File: src/design/ttf_pkg.sv
// Shared types and status codes for the TLV type finder.
`default_nettype none

package ttf_pkg;

    localparam int TYPE_W = 15;

    localparam logic [2:0] ST_FOUND     = 3'd0;
    localparam logic [2:0] ST_NOT_FOUND = 3'd1;
    localparam logic [2:0] ST_TRUNC_HDR = 3'd2;
    localparam logic [2:0] ST_TRUNC_VAL = 3'd3;
    localparam logic [2:0] ST_MANDATORY = 3'd4;
    localparam logic [2:0] ST_TOO_LONG  = 3'd5;

    typedef struct packed {
        logic [7:0] data_byte;
        logic       last_byte;
    } tlv_in_t;

    typedef struct packed {
        logic [2:0]  status;
        logic [15:0] value_offset;
        logic [15:0] value_length;
    } tlv_out_t;

endpackage

`default_nettype wire

File: src/design/ttf_parse.sv
// Per-byte TLV parse state and its registered update.
`default_nettype none

module ttf_parse
    import ttf_pkg::*;
#(
    parameter int LENGTH_BITS = 16
)
(
    input  wire logic              clk,
    input  wire logic              rst_n,
    input  wire logic              step,
    input  wire tlv_in_t           item,
    input  wire logic [TYPE_W-1:0] match_type,
    output tlv_out_t               result
);

    localparam logic [1:0] PH_HEADER = 2'd0;
    localparam logic [1:0] PH_VALUE  = 2'd1;
    localparam logic [1:0] PH_FAILED = 2'd2;

    logic [1:0]             phase_reg,    phase_next;
    logic [1:0]             count_reg,    count_next;
    logic [23:0]            shift_reg,    shift_next;
    logic [15:0]            remain_reg,   remain_next;
    logic [LENGTH_BITS-1:0] pos_reg,      pos_next;
    logic                   matches_reg,  matches_next;
    logic                   optional_reg, optional_next;
    logic [15:0]            vstart_reg,   vstart_next;
    logic [15:0]            plen_reg,     plen_next;
    logic                   found_reg,    found_next;
    logic [15:0]            foffs_reg,    foffs_next;
    logic [15:0]            flen_reg,     flen_next;
    logic [2:0]             err_reg,      err_next;

    logic [LENGTH_BITS-1:0] pos_inc;
    logic [31:0]            header;
    logic                   fin;
    logic                   fin_match;
    logic                   fin_opt;
    logic [15:0]            fin_start;
    logic [15:0]            fin_len;

    always_comb
    begin
        phase_next    = phase_reg;
        count_next    = count_reg;
        shift_next    = shift_reg;
        remain_next   = remain_reg;
        pos_next      = pos_reg;
        matches_next  = matches_reg;
        optional_next = optional_reg;
        vstart_next   = vstart_reg;
        plen_next     = plen_reg;
        found_next    = found_reg;
        foffs_next    = foffs_reg;
        flen_next     = flen_reg;
        err_next      = err_reg;
        result        = '0;

        pos_inc   = pos_reg + {{(LENGTH_BITS-1){1'b0}}, 1'b1};
        header    = {shift_reg, item.data_byte};
        fin       = 1'b0;
        fin_match = matches_reg;
        fin_opt   = optional_reg;
        fin_start = vstart_reg;
        fin_len   = plen_reg;

        if (step && phase_reg != PH_FAILED)
        begin
            if (pos_reg == '1)
            begin
                // The counter is saturated: this byte is not parsed.
                phase_next = PH_FAILED;
                err_next   = ST_TOO_LONG;
            end
            else
            begin
                pos_next = pos_inc;
                case (phase_reg)
                    PH_HEADER:
                    begin
                        shift_next = header[23:0];
                        if (count_reg != 2'd3)
                        begin
                            count_next = count_reg + 2'd1;
                        end
                        else
                        begin
                            count_next    = 2'd0;
                            fin_match     = (header[30:16] == match_type);
                            fin_opt       = header[31];
                            fin_start     = 16'(pos_inc);
                            fin_len       = header[15:0];
                            matches_next  = fin_match;
                            optional_next = fin_opt;
                            vstart_next   = fin_start;
                            plen_next     = fin_len;
                            if (header[15:0] == 16'd0)
                            begin
                                fin = 1'b1;
                            end
                            else
                            begin
                                remain_next = header[15:0];
                                phase_next  = PH_VALUE;
                            end
                        end
                    end
                    PH_VALUE:
                    begin
                        remain_next = remain_reg - 16'd1;
                        fin         = (remain_next == 16'd0);
                    end
                    default:
                    begin
                        phase_next = phase_reg;
                    end
                endcase

                if (fin)
                begin
                    if (fin_match)
                    begin
                        phase_next = PH_HEADER;
                        if (!found_reg)
                        begin
                            found_next = 1'b1;
                            foffs_next = fin_start;
                            flen_next  = fin_len;
                        end
                    end
                    else if (!fin_opt)
                    begin
                        phase_next = PH_FAILED;
                        err_next   = ST_MANDATORY;
                    end
                    else
                    begin
                        phase_next = PH_HEADER;
                    end
                end
            end
        end

        if (step && item.last_byte)
        begin
            if (phase_next == PH_FAILED)
                result.status = err_next;
            else if (phase_next == PH_VALUE)
                result.status = ST_TRUNC_VAL;
            else if (count_next != 2'd0)
                result.status = ST_TRUNC_HDR;
            else if (found_next)
                result.status = ST_FOUND;
            else
                result.status = ST_NOT_FOUND;

            if (result.status == ST_FOUND)
            begin
                result.value_offset = foffs_next;
                result.value_length = flen_next;
            end

            // The payload is done; start the next one from a clean state.
            phase_next    = PH_HEADER;
            count_next    = 2'd0;
            shift_next    = '0;
            remain_next   = '0;
            pos_next      = '0;
            matches_next  = 1'b0;
            optional_next = 1'b0;
            vstart_next   = '0;
            plen_next     = '0;
            found_next    = 1'b0;
            foffs_next    = '0;
            flen_next     = '0;
            err_next      = '0;
        end
    end

    always_ff @(posedge clk or negedge rst_n)
    begin
        if (!rst_n)
        begin
            phase_reg    <= PH_HEADER;
            count_reg    <= 2'd0;
            shift_reg    <= '0;
            remain_reg   <= '0;
            pos_reg      <= '0;
            matches_reg  <= 1'b0;
            optional_reg <= 1'b0;
            vstart_reg   <= '0;
            plen_reg     <= '0;
            found_reg    <= 1'b0;
            foffs_reg    <= '0;
            flen_reg     <= '0;
            err_reg      <= '0;
        end
        else
        begin
            phase_reg    <= phase_next;
            count_reg    <= count_next;
            shift_reg    <= shift_next;
            remain_reg   <= remain_next;
            pos_reg      <= pos_next;
            matches_reg  <= matches_next;
            optional_reg <= optional_next;
            vstart_reg   <= vstart_next;
            plen_reg     <= plen_next;
            found_reg    <= found_next;
            foffs_reg    <= foffs_next;
            flen_reg     <= flen_next;
            err_reg      <= err_next;
        end
    end

endmodule

`default_nettype wire

File: src/design/tlv_type_finder.sv
// A byte is registered on its transfer and parsed from that register; a result is
// registered into the output register when the last byte is parsed.
// Throughput: one byte per cycle unless stalled, set by the parse state update.
// The whole block stalls only while a result waits on a stalled output.
// Reset clears the parse state, the pipeline valids and the searched type to zero.
`default_nettype none

module tlv_type_finder
    import ttf_pkg::*;
#(
    parameter int LENGTH_BITS = 16
)
(
    input  wire logic              clk,
    input  wire logic              rst_n,
    input  wire logic              in_valid,
    output logic                   in_stall,
    input  wire tlv_in_t           in_data,
    output logic                   out_valid,
    input  wire logic              out_stall,
    output tlv_out_t               out_data,
    input  wire logic              cfg_valid,
    output logic                   cfg_ready,
    input  wire logic [TYPE_W-1:0] cfg_data
);

    logic              in_valid_reg;
    tlv_in_t           in_item_reg;
    logic              out_valid_reg;
    tlv_out_t          out_data_reg;
    logic [TYPE_W-1:0] wanted_reg;
    logic              advance;
    tlv_out_t          parse_result;

    // The pipeline moves whenever the output slot is empty or being taken.
    assign advance   = !out_valid_reg || !out_stall;
    assign in_stall  = in_valid_reg && !advance;
    assign cfg_ready = 1'b1;
    assign out_valid = out_valid_reg;
    assign out_data  = out_data_reg;

    ttf_parse #(
        .LENGTH_BITS (LENGTH_BITS)
    ) u_parse (
        .clk         (clk),
        .rst_n       (rst_n),
        .step        (in_valid_reg && advance),
        .item        (in_item_reg),
        .match_type  (wanted_reg),
        .result      (parse_result)
    );

    always_ff @(posedge clk or negedge rst_n)
    begin
        if (!rst_n)
        begin
            in_valid_reg  <= 1'b0;
            out_valid_reg <= 1'b0;
            wanted_reg    <= '0;
        end
        else
        begin
            if (!in_stall)
                in_valid_reg <= in_valid;
            if (advance)
                out_valid_reg <= in_valid_reg && in_item_reg.last_byte;
            if (cfg_valid && cfg_ready)
                wanted_reg <= cfg_data;
        end
    end

    always_ff @(posedge clk)
    begin
        if (in_valid && !in_stall)
            in_item_reg <= in_data;
        if (advance && in_valid_reg && in_item_reg.last_byte)
            out_data_reg <= parse_result;
    end

`ifndef SYNTHESIS
    a_stall_holds_item: assert property (@(posedge clk) disable iff (!rst_n)
        in_stall |-> in_valid_reg)
        else $error("input stalled with an empty input register");

    a_result_from_last: assert property (@(posedge clk) disable iff (!rst_n)
        (out_valid && !$past(out_valid)) |-> $past(in_valid_reg && in_item_reg.last_byte))
        else $error("result appeared without a last byte");

    a_zero_unless_found: assert property (@(posedge clk) disable iff (!rst_n)
        (out_valid && out_data.status != ST_FOUND)
            |-> (out_data.value_offset == 16'd0 && out_data.value_length == 16'd0))
        else $error("offset or length set on a failed search");
`endif

endmodule

`default_nettype wire
File: config.mk
export PLATFORM = sky130hd
export DESIGN_NAME = tlv_type_finder
export DESIGN_NICKNAME = d
export VERILOG_FILES = /design/src/design/ttf_pkg.sv /design/src/design/ttf_parse.sv /design/src/design/tlv_type_finder.sv
export SDC_FILE = /design/constraint.sdc
export NUM_CORES = 1
export LEC_CHECK = 0
export BUFFER_PORTS_ARGS = -buffer_cell sky130_fd_sc_hd__buf_2
export CAP_MARGIN = 20
export CORE_MARGIN = 2
export CORE_UTILIZATION = 40
export DETAILED_ROUTE_END_ITERATION = 8
export GPL_TIMING_DRIVEN = 0
export HOLD_SLACK_MARGIN = 0.02
export PLACE_DENSITY = 0.6
export SLEW_MARGIN = 10
export SYNTH_ARGS = -nofsm -noshare
export SYNTH_HDL_FRONTEND = slang
export SYNTH_SLANG_ARGS = --single-unit
File: constraint.sdc
create_clock -name clk -period 4.8 [get_ports clk]
set_clock_uncertainty 0.1 [all_clocks]
set_input_delay 1.2 -clock clk [delete_from_list [all_inputs] [get_ports clk]]
set_output_delay 1.2 -clock clk [all_outputs]
set_load 0.02 [all_outputs]
==> metrics.md <==
| Metric | Value |
|---|---|
| Crit path time final | `3.96 ns` |
| ANT cells | `0` |
| Post-synth EDFFs | `44` |
| Total track usage | `18.9%` |
| Die ar. | `approximately 24000 um2` |
| Period utilization | `82.5%` |
| Combinational Power Share | `about a third` |
| Worst-path clk slew | `0.08 ns` |
| Post-Syn Area | `9200 um2` |
| Worst slew margin | `41.9%` |
| Psw | `1.97 mW` |
| Die H | `156 um` |
| # IOs | `67` |
| Slew @ Worst Pin | `~0.87 ns` |
| Crit Path Category | `in -> reg` |
| Worst setup EP type | `flop` |
| Area growth syn-to-layout | `14.2%` |
| Residual DRC | `0` |
| Sequential power share | `39.8%` |
| Net Count, Synth | `925` |
| CP delay by family, top | `simple AND/OR/NAND/NOR gates` |
| CTS root buf | `clkbuf_16` |
| Vias in the first global route | `6721` |
| Layout cells sized above 1 | `18.0%` |
| Buf/Inv on CP | `2` |
| I/O Buffers | `64` |
| Starting Density | `40.7%` |
| Postcts setup bufs | `0` |
| # Max-Cap Violations | `0` |
| Post-CTS Hold Fix Bufs | `0` |
| WP data arrival | `4.04 ns` |
| CTS resizes | `0` |
| Commonest non-fill, non-tap cell in the layout | `dfrtp_1` |
| Peak supply drop | `0.194 mV` |
| 1st-iter DRT viols | `558` |
| Synth warn | `0` |
| Slowest cell delay on critical path | `0.59 ns` |
| Crit-path slowest cell | `a21boi_0` |
| Clock power frac | `27.1%` |
| Slew Viols, Final | `0` |
| Largest net degree at the start of global routing | `108` |
| Post-Syn Instances | `892` |
| Flops & latches, synth | `191` |
| CTS buffer count | `17` |
| Final Power | `between 5 and 6 mW` |
| DR vias/cell | `5.43` |
| DP HPWL | `15500 um` |
| Max Freq | `between 200 and 300 MHz` |
| RSZ-0062 raised after global routing | `no` |
| Mapped Avg Cell Area | `10.3 um2` |
| Drt total wl | `22000 um` |
| Clock tree buffer depth | `2` |
| Cell Chain, Critical Path | `buf_2, a21boi_2, a21boi_0, nand2_1, or2_2, nor3_2, buf_4, mux2i_1, a21oi_2` |
| Largest register FFs | `35` |
| H-tree levels | `4` |
| Netlist cell types | `62` |
| Post-synth ARST share | `77.0%` |
| Core area | `about 23000 um2` |
| Setup-failing EPs final | `0` |
| Filler cells | `2150` |
| P_int | `3.17 mW` |
| P_leak | `4.42 nW` |
| Most frequent cells in the layout | `dfrtp_1 (147), nor2_1 (122), nand2_1 (118)` |
| Highest fanout seen on the critical path | `10` |
| GP Congestion | `0.865` |
| Pre-antenna DRT Iters | `7` |
| Vias after detailed routing | `6922` |
| Initial antenna violation count | `0` |
| First-pass GRT wire length | `36000 um` |
| Final ANT Viol Nets | `0` |
| Worst Path Required | `4.89 ns` |
| Top_reg_cell synth | `dfrtp_1` |
| Hold WS | `between 0.3 and 0.4 ns` |
| Final Net Count | `around 1000` |
| Net Sw Frac | `38.3%` |
| Die span in x | `156 um` |
| Final TNS setup | `0 ns` |
| CTS tree | `done` |
| Crit path launch type | `input port` |
| Routed WL per cell | `about 17 um` |
| Worst setup margin | `0.841 ns` |
| Outcome | `completed` |
| Clock sinks | `~190` |
| Clk_lat worst skew | `0.44 ns` |
| Final Util | `46.5%` |
| HP Class | `reg -> reg` |
| Sequential element share of the synthesized area | `54.4%` |
| Pwr per Cell Area | `489 nW/um2` |
| Rows | `55` |
| Gr ovfl total | `0` |
| Final Hold Fails | `0` |
| Place WS | `~0.45 ns` |
## final cells by class
class / instances / area [um2] / share of cell area (%)
sequential: 191 / 5000 / 47.6
multi-input combinational: 638 / 3880 / 36.9
clock buffer: 17 / 425 / 4.05
timing repair buffer: 66 / 378 / 3.60
tap: 285 / 357 / 3.40
buffer: 52 / 280 / 2.67
clock inverter: 15 / 144 / 1.37
inverter: 11 / 41.3 / 0.393
## worst reg2reg max path: cells and delay by family, from the launching register on
kind | cells | cell delay [ns]
simple gates | 5 | 2.17
buf+inv | 1 | 0.34
mux | 1 | 0.34
flops | 1 | 0.39
fa+ha+maj | 1 | 0.24
compound gates | 2 | 0.12
## power groups by stage
| stage | clock network, mW | logic, mW | registers (mW) |
|---|---|---|---|
| after global placement | 0 | 1.66 | 2.07 |
| after global routing | 1.49 | 1.89 | 2.07 |
| after detailed placement | 0 | 1.68 | 2.07 |
| after CTS | 1.42 | 1.69 | 2.04 |
| after floorplan | 0 | 1.26 | 2.03 |
| final | 1.39 | 1.70 | 2.05 |
## synthesized netlist by cell type (all sizes together), types with 2 or more instances
cell type,count,share of area (%)
nand4,12,0.82
xor2,3,0.29
or3,10,0.73
a2111oi,2,0.19
nand2b,4,0.27
mux2,16,2.0
nor2b,2,0.14
a22o,20,1.9
edfxtp,44,14
nand3,12,0.65
buf,22,1.8
and2,4,0.27
or4b,2,0.22
a21boi,3,0.29
ha,4,0.54
and3,3,0.20
o21ai,83,4.5
dfrtp,147,40
nor3,15,0.93
nand2,118,4.8
a21o,5,0.41
a31oi,5,0.34
a211o,2,0.19
inv,11,0.45
o21a,2,0.16
or2,2,0.14
a21oi,59,4.4
a22oi,3,0.24
o211ai,3,0.39
o31ai,4,0.33
nor4,14,1.2
nor3b,4,0.44
mux2i,58,6.3
xnor2,26,2.5
nor2,123,5.1
clkbuf,30,1.2
a211oi,2,0.16
## stage by stage
stage | cells | cell area, um2
floorplan | 892 | 9200
global placement | 1241 | 9870
detailed placement | 1243 | 9930
CTS | 1275 | 10500
global route | 1275 | 10500
finish | 1275 | 10500
## routing by layer
metal	global-route usage, %	wire, um	up-vias
li1	-	-	3310
met1	26.4	10300	3385
met2	30.4	10400	197
met3	3.47	930	30
met4	5.07	414	0
met5	0	0	-
## cell families (layout without fill, tap and decap cells)
logic type | count (synthesis) | count (layout) | share of synthesized area, %
buffers and inverters | 63 | 161 | 3.48
XOR/XNOR | 29 | 29 | 2.76
flip-flops | 191 | 191 | 54.4
multiplexers | 74 | 74 | 8.27
other | 1 | 1 | 0.0408
adder cells (fa/ha/maj) | 4 | 4 | 0.544
AO/OA/AOI/OAI | 201 | 201 | 14.3
AND/OR/NAND/NOR | 329 | 329 | 16.2
## path summary, 6_finish.rpt
kind | cells after the start | endpoint | startpoint | slack [ns]
worst max register to register | 10 | out_data[18]$_SDFFCE_PP0P_ | u_parse.count_reg[0]$_DFF_PN0_ | 0.85
worst min register to register | 2 | u_parse.vstart_reg[6]$_DFFE_PN0P_ | u_parse.vstart_reg[6]$_DFFE_PN0P_ | 0.38
worst min-delay path | 2 | u_parse.vstart_reg[6]$_DFFE_PN0P_ | u_parse.vstart_reg[6]$_DFFE_PN0P_ | 0.38
worst max-delay path | 9 | out_data[18]$_SDFFCE_PP0P_ | out_stall | 0.84
min in group asynchronous | 1 | out_valid$_DFFE_PN0N_ | rst_n | 0.54
max in group asynchronous | 2 | u_parse.pos_reg[12]$_DFFE_PN0P_ | rst_n | 3.17
(Power assumes the default switching activity.)
